**src/hdl/mbrpwt_pkg.sv**
```systemverilog
// ----------------------------------------------------------------------------
// MBR partition window translator - package
// Codes, field layout and MBR table constants.
// ----------------------------------------------------------------------------
package mbrpwt_pkg;

  // Sector size default
  localparam int SECTOR_BYTES_DEF = 512;

  // Partition table layout
  localparam logic [8:0] TABLE_BASE  = 9'h1BE;
  localparam int         ENTRY_BYTES = 16;
  localparam int         ENTRY_COUNT = 4;
  localparam logic [8:0] TABLE_END   = 9'(TABLE_BASE + ENTRY_BYTES * ENTRY_COUNT);
  localparam int         OFF_W       = $clog2(ENTRY_BYTES);

  // Byte offsets inside one entry
  localparam logic [OFF_W-1:0] OFF_TYPE   = 4'd4;
  localparam logic [OFF_W-1:0] OFF_START0 = 4'd8;
  localparam logic [OFF_W-1:0] OFF_START3 = 4'd11;
  localparam logic [OFF_W-1:0] OFF_COUNT0 = 4'd12;
  localparam logic [OFF_W-1:0] OFF_COUNT3 = 4'd15;

  // Magic values
  localparam logic [7:0] SIG_LO    = 8'h55;
  localparam logic [7:0] SIG_HI    = 8'hAA;
  localparam logic [7:0] PART_TYPE = 8'h01;

  // Stream widths
  localparam int TDATA_W = 72;
  localparam int CFG_W   = 32;

  // Input selector (tuser)
  localparam logic FUNC_MBR_BYTE = 1'b0;
  localparam logic FUNC_ACCESS   = 1'b1;

  // Result kind (tuser)
  localparam logic KIND_INIT   = 1'b0;
  localparam logic KIND_ACCESS = 1'b1;

  // Configuration register indexes
  localparam logic CFG_DEVICE_PRESENT = 1'b0;
  localparam logic CFG_DISK_SECTORS   = 1'b1;

endpackage

```
**src/hdl/mbr_partition_window_translator.sv**
```systemverilog
// Path: an accepted beat reaches the master side through the input register
//   and then the result register; MBR bytes other than the last give no beat.
// Throughput: one beat per cycle while the master side does not stall.
// The input register advances whenever the result register is free or drained.
// Reset (rst, synchronous): clears byte position, captured entries, offset,
//   both configuration registers and both valid flags.
// ----------------------------------------------------------------------------
// MBR partition window translator
// Parses sector 0 for a type 0x01 partition and translates/checks accesses.
// ----------------------------------------------------------------------------
module mbr_partition_window_translator
  import mbrpwt_pkg::*;
#(
  parameter int SECTOR_BYTES = SECTOR_BYTES_DEF
) (
  input  logic               clk,
  input  logic               rst,
  // configuration write port
  input  logic               cfg_we,
  input  logic               cfg_index,
  input  logic [CFG_W-1:0]   cfg_data,
  // slave side
  input  logic               s_axis_tvalid,
  output logic               s_axis_tready,
  input  logic [TDATA_W-1:0] s_axis_tdata,  // mbr_byte[7:0], rel_lba[39:8], sector_count[71:40]
  input  logic               s_axis_tuser,  // func
  // master side
  output logic               m_axis_tvalid,
  input  logic               m_axis_tready,
  output logic [TDATA_W-1:0] m_axis_tdata,  // ok[0], part_start[32:1], abs_lba[64:33], zero pad
  output logic               m_axis_tuser   // kind
);

  localparam int POS_W = $clog2(SECTOR_BYTES);
  localparam logic [POS_W-1:0] POS_SIG_LO = POS_W'(SECTOR_BYTES - 2);
  localparam logic [POS_W-1:0] POS_LAST   = POS_W'(SECTOR_BYTES - 1);

  // configuration
  logic        device_present;
  logic [31:0] disk_sectors;

  // input register
  logic        in_valid;
  logic        in_func;
  logic [7:0]  in_byte;
  logic [31:0] in_rel;
  logic [31:0] in_cnt;

  // parse state
  logic [POS_W-1:0] byte_position, byte_position_next;
  logic [7:0]       entry_type, entry_type_next;
  logic [31:0]      entry_start, entry_start_next;
  logic             entry_cnt_nz, entry_cnt_nz_next;
  logic [31:0]      cand_start, cand_start_next;
  logic             cand_found, cand_found_next;
  logic             sig_lo_ok, sig_lo_ok_next;
  logic [31:0]      part_offset, part_offset_next;

  // result register
  logic        out_valid;
  logic        out_kind;
  logic        out_ok;
  logic [31:0] out_part;
  logic [31:0] out_abs;

  // combinational result
  logic        res_valid;
  logic        res_kind;
  logic        res_ok;
  logic [31:0] res_part;
  logic [31:0] res_abs;

  logic advance;
  logic fire;

  assign advance       = !out_valid || m_axis_tready;
  assign s_axis_tready = !in_valid || advance;
  assign fire          = in_valid && advance;

  // configuration writes
  always_ff @(posedge clk) begin
    if (rst) begin
      device_present <= 1'b0;
      disk_sectors   <= '0;
    end else if (cfg_we) begin
      case (cfg_index)
        CFG_DEVICE_PRESENT: device_present <= cfg_data[0];
        CFG_DISK_SECTORS:   disk_sectors   <= cfg_data[31:0];
        default:            ;
      endcase
    end
  end

  // input register
  always_ff @(posedge clk) begin
    if (rst) begin
      in_valid <= 1'b0;
    end else if (s_axis_tready) begin
      in_valid <= s_axis_tvalid;
    end
  end

  always_ff @(posedge clk) begin
    if (s_axis_tready && s_axis_tvalid) begin
      in_func <= s_axis_tuser;
      in_byte <= s_axis_tdata[7:0];
      in_rel  <= s_axis_tdata[39:8];
      in_cnt  <= s_axis_tdata[71:40];
    end
  end

  // item processing
  always_comb begin
    logic [8:0]       tab_rel;
    logic [OFF_W-1:0] off;
    logic             in_table;
    logic             nz;
    logic             cnt_final;
    logic             good;
    logic [32:0]      sum;
    logic [32:0]      run_end;
    logic             bad;

    byte_position_next = byte_position;
    entry_type_next    = entry_type;
    entry_start_next   = entry_start;
    entry_cnt_nz_next  = entry_cnt_nz;
    cand_start_next    = cand_start;
    cand_found_next    = cand_found;
    sig_lo_ok_next     = sig_lo_ok;
    part_offset_next   = part_offset;

    res_valid = 1'b0;
    res_kind  = KIND_INIT;
    res_ok    = 1'b0;
    res_part  = part_offset;
    res_abs   = '0;

    tab_rel   = 9'(byte_position) - TABLE_BASE;
    off       = tab_rel[OFF_W-1:0];
    in_table  = (9'(byte_position) >= TABLE_BASE) && (9'(byte_position) < TABLE_END);
    nz        = (in_byte != 8'h00);
    cnt_final = entry_cnt_nz | nz;
    good      = device_present && sig_lo_ok && (in_byte == SIG_HI) && cand_found;

    sum     = {1'b0, in_rel} + {1'b0, part_offset};
    run_end = {1'b0, sum[31:0]} + {1'b0, in_cnt};
    if ((in_cnt == '0) || !device_present) begin
      bad = 1'b1;
    end else if (disk_sectors == '0) begin
      bad = 1'b0;
    end else begin
      // with start below the end, cnt > end - start equals start + cnt > end
      bad = sum[32] || (sum[31:0] >= disk_sectors) || (run_end > {1'b0, disk_sectors});
    end

    if (fire) begin
      if (in_func == FUNC_MBR_BYTE) begin
        // start of sector clears everything learned from the last one
        if (byte_position == '0) begin
          part_offset_next  = '0;
          cand_start_next   = '0;
          cand_found_next   = 1'b0;
          sig_lo_ok_next    = 1'b0;
          entry_type_next   = '0;
          entry_start_next  = '0;
          entry_cnt_nz_next = 1'b0;
        end

        // partition entry capture
        if (in_table) begin
          if (off == OFF_TYPE) begin
            entry_type_next = in_byte;
          end else if (off == OFF_START0) begin
            entry_start_next = {24'h0, in_byte};
          end else if ((off > OFF_START0) && (off <= OFF_START3)) begin
            entry_start_next[{off[1:0], 3'b000} +: 8] = in_byte;
          end else if (off == OFF_COUNT0) begin
            entry_cnt_nz_next = nz;
          end else if (off > OFF_COUNT0) begin
            entry_cnt_nz_next = cnt_final;
          end
          if ((off == OFF_COUNT3) && !cand_found && (entry_type == PART_TYPE) &&
              (entry_start != '0) && cnt_final) begin
            cand_start_next = entry_start;
            cand_found_next = 1'b1;
          end
        end

        if (byte_position == POS_SIG_LO) begin
          sig_lo_ok_next = (in_byte == SIG_LO);
        end

        // last byte: adopt partition and report init
        if (byte_position == POS_LAST) begin
          part_offset_next   = good ? cand_start : '0;
          res_valid          = 1'b1;
          res_kind           = KIND_INIT;
          res_ok             = good;
          res_part           = good ? cand_start : '0;
          res_abs            = '0;
          byte_position_next = '0;
        end else begin
          byte_position_next = byte_position + 1'b1;
        end
      end else begin
        // access check and translation
        res_valid = 1'b1;
        res_kind  = KIND_ACCESS;
        res_ok    = !bad;
        res_part  = part_offset;
        res_abs   = sum[31:0];
      end
    end
  end

  // parse state registers
  always_ff @(posedge clk) begin
    if (rst) begin
      byte_position <= '0;
      entry_type    <= '0;
      entry_start   <= '0;
      entry_cnt_nz  <= 1'b0;
      cand_start    <= '0;
      cand_found    <= 1'b0;
      sig_lo_ok     <= 1'b0;
      part_offset   <= '0;
    end else begin
      byte_position <= byte_position_next;
      entry_type    <= entry_type_next;
      entry_start   <= entry_start_next;
      entry_cnt_nz  <= entry_cnt_nz_next;
      cand_start    <= cand_start_next;
      cand_found    <= cand_found_next;
      sig_lo_ok     <= sig_lo_ok_next;
      part_offset   <= part_offset_next;
    end
  end

  // result register
  always_ff @(posedge clk) begin
    if (rst) begin
      out_valid <= 1'b0;
    end else if (advance) begin
      out_valid <= res_valid;
    end
  end

  always_ff @(posedge clk) begin
    if (advance && res_valid) begin
      out_kind <= res_kind;
      out_ok   <= res_ok;
      out_part <= res_part;
      out_abs  <= res_abs;
    end
  end

  assign m_axis_tvalid = out_valid;
  assign m_axis_tuser  = out_kind;
  assign m_axis_tdata  = {7'h00, out_abs, out_part, out_ok};

endmodule

```
**config.mk**
```make
export PLATFORM = sky130hd
export DESIGN_NAME = mbr_partition_window_translator
export DESIGN_NICKNAME = d
export VERILOG_FILES = /design/src/hdl/mbrpwt_pkg.sv /design/src/hdl/mbr_partition_window_translator.sv
export SDC_FILE = /design/constraint.sdc
export NUM_CORES = 1
export LEC_CHECK = 0
export BUFFER_PORTS_ARGS = -buffer_cell sky130_fd_sc_hd__clkbuf_2
export CAP_MARGIN = 20
export CORE_UTILIZATION = 59
export DETAILED_ROUTE_END_ITERATION = 8
export HOLD_SLACK_MARGIN = 0.15
export PLACE_DENSITY = 0.87
export SYNTH_ARGS = -nofsm -noshare
export SYNTH_HDL_FRONTEND = slang
export SYNTH_SLANG_ARGS = --single-unit
export TNS_END_PERCENT = 30
```
**constraint.sdc**
```tcl
create_clock -name clk -period 7.33 [get_ports clk]
set_clock_uncertainty 0.15 [all_clocks]
set_input_delay 0.3665 -clock clk [delete_from_list [all_inputs] [get_ports clk]]
set_output_delay 0.3665 -clock clk [all_outputs]
set_load 0.02 [all_outputs]
```
# [After elaboration in Yosys (flattened, before gate mapping)]
# Index checks and enable logic that the tools add are counted.
[totals] out_inout_bits=75 mem_bits_ro=0 memories=0 wordCells=122 regBits=290 latch_bits=0 ramBits=0 in_bits=111
[op_classes] addsub=5 mul=0 n_eq_ne=9 n_reduce_logical=35 n_lt_le_gt_ge=7 div_mod_pow=0 shift=2 n_bitwise=3 muxes=41
[ops] operator="32-bit two-way mux" n=16
[ops] operator="32-bit by 32-bit adder with 33-bit output" n=2
[ops] operator="32-bit zero test" n=2
[ops] operator="33-bit by 32-bit greater-than comparator with 1-bit output" n=1
[ops] operator="32-bit bitwise mux" n=1
[ops] operator="32-bit greater-or-equal comparator" n=1
[ops] operator="32-bit nonzero test" n=1
[ops] operator="8-bit by 7-bit variable shift with 32-bit output, first input constant" n=1
[ops] operator="8-bit by 7-bit indexed part select with 32-bit output" n=1
[ops] operator="8-bit two-way mux" n=3
[ops] operator="1-bit two-way mux" n=20
[ops] operator="9-bit equality test, second input constant" n=2
[ops] operator="4-bit equality test, second input constant" n=3
[ops] operator="1-bit logical AND" n=12
[ops] operator="9-bit by 1-bit adder with 9-bit output, second input constant" n=1
[ops] operator="9-bit greater-or-equal comparator, second input constant" n=1
[ops] operator="9-bit zero test" n=1
[ops] operator="9-bit < comparator, second input constant" n=1
[ops] operator="9-bit two-way mux" n=1
[ops] operator="8-bit by 1-bit equality test with 1-bit output, second input constant" n=1
[ops] operator="8-bit by 7-bit equality test with 1-bit output, second input constant" n=1
[ops] operator="8-bit equality test, second input constant" n=1
[ops] operator="4-bit greater-than comparator, second input constant" n=2
[ops] operator="2-bit AND reduction" n=4
[ops] operator="other kinds (11)" n=22

# [Longest topological paths before layout]
# Gate-level depths: netlist of the first run.
[depth] depth_word=9 depth_mapped=28 ltp_nobuf=28

# [Worst setup path after synthesis of the first run]
# Ideal clock, no wire load.
[synth_path] path_kind="register to register" from="reg in_rel[0]" to="reg out_ok (data pin)" n_path_buf=0 path_stages_with_launch=28 setup_slack_ns=1.069 setup_time_ns=0.169 required_time_ns=7.011 period_less_slack_ns=6.261 t_arrival_ns=5.941 cell_sequence="edfxtp_1 > ha_1 > inv_1 > fa_1 > nor2b_1 > o31a_1 > o32ai_2 > o21bai_1 > a21o_1 > a21o_1 > xor2_1 > ha_1 > nand4_1 > nor3_1 > o311ai_1 > and2_1 > o31a_1 > o211a_1 > xnor2_1 > ha_1 > nand4_1 > or4_4 > nor2_2 > nand4_1 > a21oi_1 > o2111ai_1 > or4_1 > o31ai_1"
[synth_via] elab_chain_len=8 word_cells_on_any_way=10 classes_between="add/sub (2); order compare (2); mux (3); reduce/logical (3)"
[synth_rtl] element="from (decl)" line_no="mbr_partition_window_translator.sv:46" source="logic [31:0] in_rel;"
[synth_rtl] element="from (signal assigned)" line_no="mbr_partition_window_translator.sv:107" source="in_rel <= s_axis_tdata[39:8];"
[synth_rtl] element="32-bit by 32-bit adder with 33-bit output *" line_no="mbr_partition_window_translator.sv:146" source="sum = {1'b0, in_rel} + {1'b0, part_offset};"
[synth_rtl] element="32-bit by 32-bit adder with 33-bit output or 32-bit greater-or-equal comparator (tied branches)" line_no="mbr_partition_window_translator.sv:147, mbr_partition_window_translator.sv:154"
[synth_rtl] element="33-bit by 32-bit greater-than comparator with 1-bit output or 1-bit logical OR (tied branches)" line_no="mbr_partition_window_translator.sv:154" source="bad = sum[32] || (sum[31:0] >= disk_sectors) || (run_end > {1'b0, disk_sectors});"
[synth_rtl] element="1-bit logical OR *" line_no="mbr_partition_window_translator.sv:154"
[synth_rtl] element="1-bit two-way mux *" line_no="mbr_partition_window_translator.sv:150" source="end else if (disk_sectors == '0) begin"
[synth_rtl] element="1-bit two-way mux *" line_no="mbr_partition_window_translator.sv:148" source="if ((in_cnt == '0) || !device_present) begin"
[synth_rtl] element="1-bit zero test *" line_no="mbr_partition_window_translator.sv:210" source="res_ok = !bad;"
[synth_rtl] element="1-bit two-way mux *" line_no="mbr_partition_window_translator.sv:158" source="if (in_func == FUNC_MBR_BYTE) begin"
[synth_rtl] element="to (signal assigned)" line_no="mbr_partition_window_translator.sv:252" source="out_ok <= res_ok;"
[synth_rtl] element="to (decl)" line_no="mbr_partition_window_translator.sv:62" source="logic out_ok;"
# Every way passes the cells marked *; elsewhere a longest branch is shown, timed or not.
# A chain may end at the register's enable or synchronous reset.

# [Worst setup path in the final report of the first run]
# Ends and elaborated chain as after synthesis.

==> insert_results.sql, run 1 <==
INSERT INTO impl_metrics (metric_group, metric, value, unit) VALUES
('place', 'placed_cell_area', '0.0168', 'mm2'),
('grt', 'globalRouteTotalUtil', '0.342', ''),
('synthesis', 'yosys_register_bits', '290', ''),
('finish', 'drive_gt1_frac', '0.137', ''),
('place', 'hpwl', '32.3', 'mm'),
('timing', 'max_slew_margin', '0.357', ''),
('floorplanning', 'die_area', '0.0272', 'mm2'),
('finish', 'final_design_area_no_fill', '0.0190', 'mm2'),
('pwr', 'cellLeakagePower', '7.67', 'nW'),
('floorplanning', 'floorplan.core_area', '0.0261', 'mm2'),
('setup_path', 'worst_setup_path_end_kind', 'flip-flop', ''),
('clock_tree', 'clock_tree.htree_level_count', '1', ''),
('setup_path', 'timing.critical_path.from_type', 'flip-flop', ''),
('timing', 'timing.final.crit_period', '6.93', 'ns'),
('timing', 'hold_viol_final', '0', ''),
('timing', 'final.setup.tns', '0', 'ns'),
('synthesis', 'synth-async-reset-ratio', '0', ''),
('grt', 'grt_pass1_vias', '13364', ''),
('floorplanning', 'die_h', '165', 'um'),
('timing', 'hold-worst-slack', '0.263', 'ns'),
('setup_path', 'slowest_stage', 'or4_4', ''),
('run_status', 'outcome', 'completed', ''),
('grt', 'first_pass_grt_wire_length', '71.3', 'mm'),
('setup_path', 'critical_path.reg2reg.startpoint', 'in_rel[0]$_DFFE_PP_', ''),
('flow_run', 'timing.max_cap.violations', '0', ''),
('min_path', 'hold_end', 'device_present$_SDFFE_PP0P_', ''),
('floorplanning', 'rows', '59', ''),
('detailed_routing', 'detailroute.via_count', '13796', ''),
('synthesis', 'netlist_instances', '1607', ''),
('timing', 'layout_worst_path_cycle_share', '0.946', ''),
('floorplanning', 'die_x', '165', 'um'),
('synthesis', 'synth.yosys.seq_area_share', '0.460', ''),
('grt', 'grt_antenna_before_repair', '0', ''),
('synthesis', 'ys_types', '75', ''),
('detailed_routing', 'via_per_inst', '6.16', ''),
('clock_tree', 'cts.path.max_buffers', '3', ''),
('setup_path', 'crit_buf_inv', '1', ''),
('clock_tree', 'clock_sink_count', '290', ''),
('finish', 'flow.area_growth_from_synthesis', '21.2', '%'),
('detailed_routing', 'route.detailed.wl_per_inst', '21.2', 'um'),
('pwr', 'power_density', '201', 'mW/mm2'),
('setup_path', 'timing.critical_path.required', '7.56', 'ns'),
('floorplanning', 'top_level_ports', '186', ''),
('synthesis', 'post_synth_mux_area_share', '0.0231', ''),
('timing', 'finalSetupViolCount', '0', ''),
('min_path', 'hold_path_class', 'in -> reg', ''),
('clock_tree', 'cts_inserted_buffers', '29', ''),
('synthesis', 'combinational_family_with_the_most_area_after_synthesis', 'simple AND/OR/NAND/NOR gates', ''),
('grt', 'gr-total-overflow', '0', ''),
('setup_path', 'critical_path.top_delay_family', 'compound AO/OA/AOI/OAI gates', ''),
('synthesis', 'largest_area_contributor_in_the_netlist', 'edfxtp_1', ''),
('min_path', 'hp-start', 'cfg_we', ''),
('synthesis', 'post_synth_instance_area', '0.0157', 'mm2'),
('detailed_routing', 'detail-route-antenna-nets', '0', ''),
('grt', 'grt_max_degree', '74', ''),
('clock_tree', 'root_buffer', 'clkbuf_16', ''),
('synthesis', 'post_synthesis_compound_gate_area_fraction', '0.164', ''),
('synthesis', 'yosys.area_share.simple', '0.169', ''),
('place', 'post-place-ws', '0.312', 'ns'),
('setup_path', 'critical_path_class', 'reg -> reg', ''),
('timing', 'fmax', '144', 'MHz'),
('synthesis', 'synth_enable_flop_cells', '139', ''),
('setup_path', 'register_to_register_setup_slack', '0.40', 'ns'),
('finish', 'fillers', '1746', ''),
('min_path', 'whs_path_depth', '4', ''),
('finish', 'final_nets', '2133', ''),
('timing', 'max_slew.worst_pin.slew', '0.962', 'ns'),
('synthesis', 'syn_avg_cell_area', '9.74', 'um2'),
('detailed_routing', 'detailedRoute.firstPassIterationCount', '6', ''),
('pwr', 'irDropWorstVdd', '0.296', 'mV'),
('setup_path', 'cp_max_fo', '6', '');
==> cell usage after synthesis (19+ instances only) <==
library cell and count:
nand2_1 176, a21oi_1 160, dfxtp_1 151, ha_1 140
edfxtp_1 139, nor2_1 118, nand3_1 65, inv_1 59
clkbuf_1 56, xnor2_1 40, and2_1 39, o21ai_0 39
mux2i_1 35, nand4_1 32, a22o_1 31, a22oi_1 31
nor4_1 30, a21o_1 29, xor2_1 22, nor3_1 19
==> routing by layer <==
layer	part of all wire	routed length (um)	track usage	vias up
met5	0	0	0	-
met4	0.048	2270	0.156	0
met3	0.072	3410	0.0432	142
met2	0.48	22600	0.588	713
met1	0.40	19100	0.427	6525
li1	-	-	-	6416
==> state kept, by name, summed over array words and instances, names as in the netlist, 8 cells and up <==
signal         cells
in_rel            32
disk_sectors      32
entry_type         8
in_cnt            32
part_offset       32
entry_start       32
out_abs           32
cand_start        32
byte_position      9
in_byte            8
out_part          32
==> worst register-to-register path: stages (launching register included) <==
cell       delay (ns)
edfxtp_1         0.36
ha_1             0.22
inv_1            0.07
fa_1             0.20
nor2b_1          0.08
o31a_1           0.38
o32ai_4          0.29
o21bai_1         0.15
a21o_1           0.19
a21o_1           0.18
xor2_1           0.17
ha_2             0.41
nand4_1          0.22
nor3_1           0.24
o311ai_1         0.16
and2_1           0.23
o31a_1           0.32
o211a_1          0.24
xnor2_1          0.13
ha_1             0.29
nand4_1          0.18
or4_4            0.56
nor2_2           0.17
nand4_1          0.14
a21oi_1          0.17
o2111ai_1        0.12
or4_1            0.47
o31ai_1          0.25
==> cells in the final DEF, fill, tap and decap left out, drive strengths merged, types with 7 or more instances in the layout <==
cell type    synthesis  routed
nand2              176     176
a21o                30      30
dlygate4sd3          0     111
mux2i               35      35
o21a                15      15
nor2b               17      17
nor3                20      20
a21oi              161     161
and2                39      39
ha                 140     140
a211oi               9       9
o21ai               55      55
and3                12      12
nor2               119     119
o21bai              14      14
inv                 60      61
xnor2               40      40
nand2b              16      16
buf                 14      20
nand3               65      65
a22oi               31      31
edfxtp             139     139
dfxtp              151     151
conb                 1       7
o211ai               7       7
xor2                22      22
clkbuf              58     224
nor4                30      30
nand4               33      33
a22o                31      31
==> how the worst max path moves through the flow <==
stage / startpoint / to / slack (ns) / cells past startpoint
3_5_place_dp: in_rel[0]$_DFFE_PP_ / out_ok$_SDFFCE_PN0P_ / 0.31 / 27
6_report: in_rel[0]$_DFFE_PP_ / out_ok$_SDFFCE_PN0P_ / 0.40 / 27
4_1_cts: in_rel[0]$_DFFE_PP_ / out_ok$_SDFFCE_PN0P_ / 0.29 / 27
3_3_place_gp: in_rel[0]$_DFFE_PP_ / out_ok$_SDFFCE_PN0P_ / 0.51 / 27
2_1_floorplan: in_rel[0]$_DFFE_PP_ / out_ok$_SDFFCE_PN0P_ / 1.07 / 27
5_1_grt: part_offset[0]$_SDFFE_PP0P_ / out_ok$_SDFFCE_PN0P_ / -0.008 / 27
==> repair_timing <==
action | 4_1_cts | 5_1_grt
setup endpoints to repair | 0 | 1
resized for setup | 0 | 2
hold buffers | 111 | 0
hold endpoints to repair | 114 | 0
buffers inserted | 0 | 4
==> per-stage QoR <==
step	util	instances	power, mW
floorplan	-	1613	2.14
global placement	0.644	2064	2.29
detailed placement	0.646	2067	2.30
CTS	0.725	2232	3.78
global route	0.728	2238	3.93
finish	0.728	2239	3.80
==> where the power goes <==
part	switching [mW]	total (mW)	internal [mW]
Sequential	0.0329	1.77	1.74
Combinational	0.328	0.565	0.237
Clock	0.627	1.47	0.843
Total	0.989	3.80	2.82
==> final cells by class <==
type                    count  area [um2]  area share
well taps                 335         419      0.0221
multi-input cells        1191        7980       0.420
repair buffers            308        2200       0.116
clock buffers              47         906      0.0478
flip-flops and latches    290        7200       0.379
diodes                      1        2.50    0.000132
clock inverters             7        41.3     0.00218
inverters                  60         225      0.0119
==> logic make-up (layout without fill, tap and decap cells) <==
logic type | Yosys count | count (layout)
simple gates | 549 | 549
compound gates | 395 | 395
flops | 290 | 290
fa+ha+maj | 142 | 142
buf+inv | 132 | 422
xor+xnor | 62 | 62
mux | 36 | 36
other cells | 1 | 8
Power figures use the tool's default switching activity.
==> run 2: changes to the inputs <==
--- a/config.mk
+++ b/config.mk
@@ -5,9 +5,10 @@
 export SDC_FILE = /design/constraint.sdc
 export NUM_CORES = 1
 export LEC_CHECK = 0
+export ABC_AREA = 1
 export BUFFER_PORTS_ARGS = -buffer_cell sky130_fd_sc_hd__clkbuf_2
 export CAP_MARGIN = 20
-export CORE_UTILIZATION = 59
+export CORE_UTILIZATION = 60
 export DETAILED_ROUTE_END_ITERATION = 8
 export HOLD_SLACK_MARGIN = 0.15
 export PLACE_DENSITY = 0.87
==> insert_results.sql, run 2 <==
INSERT INTO impl_metrics (metric_group, metric, value, unit) VALUES
('grt', 'globalRouteTotalUtil', '0.371', ''),
('timing', 'timing.final.crit_period', '5.97', 'ns'),
('synthesis', 'largest_area_contributor_in_the_netlist', 'edfxtp_1', ''),
('setup_path', 'cp_max_fo', '5', ''),
('finish', 'final_nets', '2592', ''),
('pwr', 'power.internal', '3.00', 'mW'),
('synthesis', 'syn_avg_cell_area', '8.16', 'um2'),
('min_path', 'hp-start', 'cand_start[19]$_SDFFE_PP0P_', ''),
('floorplanning', 'floorplan.core_area', '0.0277', 'mm2'),
('synthesis', 'yosys_warnings', '0', ''),
('floorplanning', 'die_area', '0.0288', 'mm2'),
('pwr', 'power.total', '4.45', 'mW'),
('setup_path', 'worst-path-stages', '31', ''),
('timing', 'finalSetupViolCount', '0', ''),
('setup_path', 'worst_setup_path_end_kind', 'flip-flop', ''),
('synthesis', 'netlist_instances', '2070', ''),
('grt', 'met3_routing_resource_usage_after_global_routing', '0.0550', ''),
('detailed_routing', 'via_per_inst', '5.88', ''),
('clock_tree', 'clk_pin_slew_worst_paths', '0.07', 'ns'),
('grt', 'gr-usage-met2', '0.644', ''),
('setup_path', 'crit_buf_inv', '3', ''),
('clock_tree', 'cts_inserted_buffers', '30', ''),
('grt', 'grt_most_used_layer', 'met2', ''),
('pwr', 'cellLeakagePower', '8.63', 'nW'),
('clock_tree', 'root_buffer', 'clkbuf_16', ''),
('detailed_routing', 'detailedRoute.firstPassIterationCount', '7', ''),
('setup_path', 'critical_path.max_stage_delay', '0.49', 'ns'),
('setup_path', 'worst-r2r-cell-count', '31', ''),
('finish', 'layout_common_cells', '349 x nand2_1, 252 x inv_1, 231 x a21oi_1, 198 x nor2_1, 178 x clkbuf_2', ''),
('grt', 'gr-total-overflow', '0', ''),
('place', 'hpwl', '38.1', 'mm'),
('timing', 'final.setup.tns', '0', 'ns'),
('pwr', 'power_density', '221', 'mW/mm2'),
('setup_path', 'timing.critical_path.required', '7.49', 'ns'),
('detailed_routing', 'route.detailed.wl_per_inst', '19.7', 'um'),
('clock_tree', 'clock_sink_count', '290', ''),
('clock_tree', 'tritoncts', 'yes', ''),
('timing', 'hold-worst-slack', '0.299', 'ns'),
('floorplanning', 'rows', '61', ''),
('timing', 'layout_worst_path_cycle_share', '0.815', ''),
('setup_path', 'path_common_cell', 'nand2_1', ''),
('min_path', 'whs_path_depth', '2', ''),
('place', 'io_buffer_count', '178', ''),
('synthesis', 'synth_top_flop_cell', 'dfxtp_1', ''),
('clock_tree', 'post_cts_buffers', '0', ''),
('synthesis', 'most_common_cell_in_the_synthesized_netlist', 'nand2_1', ''),
('finish', 'final_design_area_no_fill', '0.0201', 'mm2'),
('finish', 'layout.cells.non_filler', '2744', ''),
('min_path', 'hold_path_class', 'reg -> reg', ''),
('place', 'placed_cell_area', '0.0180', 'mm2'),
('timing', 'grt_setup_unrepaired', 'false', ''),
('grt', 'grt_max_degree', '67', ''),
('pwr', 'comb_power_share', '0.264', ''),
('synthesis', 'yosys_register_bits', '290', ''),
('timing', 'max_slew.worst_pin.slew', '0.994', 'ns'),
('floorplanning', 'die_x', '170', 'um'),
('detailed_routing', 'detail-route-antenna-nets', '0', ''),
('grt', 'grt_antenna_before_repair', '2', ''),
('pwr', 'irDropWorstVdd', '0.223', 'mV'),
('pwr', 'clock_network_power_share', '0.330', ''),
('detailed_routing', 'detailroute.via_count', '16123', ''),
('synthesis', 'synth_area_leaders', 'edfxtp_1 25%, dfxtp_1 18%, ha_1 10%, nand2_1 7.8%, a21oi_1 6.8%', ''),
('grt', 'first_pass_grt_wire_length', '82.6', 'mm'),
('grt', 'grt_pass1_vias', '15711', ''),
('detailed_routing', 'drcViolationCount', '0', ''),
('pwr', 'p_sw', '1.45', 'mW'),
('finish', 'drive_gt1_frac', '0.115', ''),
('setup_path', 'critical_path.reg2reg.startpoint', 'in_rel[0]$_DFFE_PP_', ''),
('grt', 'met1_usage', '0.440', ''),
('setup_path', 'worstSetupStartpoint', 'in_rel[0]$_DFFE_PP_', ''),
('setup_path', 'worst_ep_arrival_time', '6.13', 'ns'),
('clock_tree', 'clk_latency', '0.61', 'ns'),
('synthesis', 'post_synth_instance_area', '0.0169', 'mm2'),
('synthesis', 'yosys_top_cell_area_share', '0.247', ''),
('synthesis', 'synth.yosys.seq_area_share', '0.426', ''),
('timing', 'fmax', '167', 'MHz'),
('timing', 'hold_viol_final', '0', ''),
('flow_run', 'timing.max_cap.violations', '0', ''),
('synthesis', 'synth_enable_flop_cells', '139', ''),
('pwr', 'seq_power_share', '0.406', ''),
('setup_path', 'timing.critical_path.from_type', 'flip-flop', ''),
('floorplanning', 'top_level_ports', '186', ''),
('finish', 'flow.area_growth_from_synthesis', '19.0', '%'),
('setup_path', 'critical_path_class', 'reg -> reg', ''),
('place', 'placed_cells', '2570', ''),
('place', 'gp_congestion', '1.04', ''),
('run_status', 'outcome', 'completed', ''),
('floorplanning', 'floorplan.initialDensity', '0.610', ''),
('synthesis', 'ys_types', '54', ''),
('detailed_routing', 'detailedRoute.firstIterationViolations', '1733', ''),
('pwr', 'netSwitchingFraction', '0.326', ''),
('setup_path', 'critical_path.top_delay_family', 'simple AND/OR/NAND/NOR gates', ''),
('timing', 'slew_violations', '0', ''),
('timing', 'max_slew_margin', '0.337', ''),
('detailed_routing', 'routed_wl', '54.0', 'mm'),
('synthesis', 'synth.cells.most_frequent', '350 x nand2_1, 253 x inv_1, 231 x a21oi_1', ''),
('clock_tree', 'clock_tree.htree_level_count', '1', ''),
('synthesis', 'synth-async-reset-ratio', '0', ''),
('setup_path', 'slowest_stage', 'nor4_1', ''),
('finish', 'most_common_cell_after_layout_fill_and_taps_aside', 'nand2_1', ''),
('clock_tree', 'cts.path.max_buffers', '3', ''),
('floorplanning', 'die_h', '170', 'um');
## run 2: cell types whose count changed in the layout (fill, tap and decap cells not counted), moves of 18 or more
cell / change
inv_1: +193
nand2_1: +173
o21ai_0: +122
nor2_1: +81
a21oi_1: +72
mux2i_1: -35
and2_1: -32
a22o_1: -31
a22oi_1: -31
xnor2_1: -26
a211oi_1: +24
nor3_1: +18
## run 2: final timing paths
check | endpoint | slack [ns]
setup / recovery | out_ok$_SDFFCE_PN0P_ | 1.36
hold / removal | cand_start[19]$_SDFFE_PP0P_ | 0.30
setup reg to reg | out_ok$_SDFFCE_PN0P_ | 1.36
hold reg to reg | cand_start[19]$_SDFFE_PP0P_ | 0.30
## run 2: power groups by stage
stage                     logic [mW]  registers [mW]  clock network (mW)
after global routing            1.30            1.81                1.53
after global placement          1.07            1.84                   0
after detailed placement        1.09            1.84                   0
after CTS                       1.14            1.80                1.46
after floorplan                0.755            1.83                   0
final                           1.17            1.81                1.47
## run 2: per-stage QoR
| step | utilization | worst slack, ns |
|---|---|---|
| 4_1_cts | 0.724 | 1.42 |
| 3_3_place_gp | 0.650 | 1.57 |
| 3_5_place_dp | 0.650 | 1.46 |
| 6_report | 0.726 | 1.36 |
| 5_1_grt | 0.726 | 0.912 |
| 2_1_floorplan | - | 2.64 |
## run 2: logic make-up after synthesis
family                     share of synthesized area
and+or+nand+nor                                0.195
AOI/OAI and AO/OA                              0.166
buffers and inverters                         0.0797
DFF                                            0.426
adders and majority gates                      0.106
xor gates and xnor gates                      0.0275
other                                       0.000222
## run 2: area by class of cell
type | count | area, um2
well taps | 378 | 473
inverters | 259 | 975
repair buffers | 305 | 2150
flip-flops and latches | 290 | 7200
multi-input cells | 1453 | 8380
clock inverters | 9 | 72.6
fillers | 1991 | 7600
clock buffers | 47 | 856
diodes | 3 | 7.51
## run 2: worst reg2reg max path, delay by kind of cell, from the launching register on
family | cells | cell delay (ns)
AO/OA/AOI/OAI | 4 | 0.95
AND/OR/NAND/NOR | 18 | 2.23
buffers and inverters | 3 | 0.30
adder cells (fa/ha/maj) | 4 | 1.26
flip-flops | 1 | 0.34
XOR/XNOR | 2 | 0.45
## run 2: repair_timing
action	in CTS	in global routing
endpoints found under the hold margin	138	0
hold buffers	114	0
gates resized for setup	0	0
## run 2: metal layers
metal | routed length, um | part of all wire | up-vias
met1 | 20700 | 0.38 | 7503
met5 | 0 | 0 | -
met4 | 3000 | 0.056 | 0
li1 | - | - | 7601
met2 | 26200 | 0.49 | 824
met3 | 4060 | 0.075 | 195
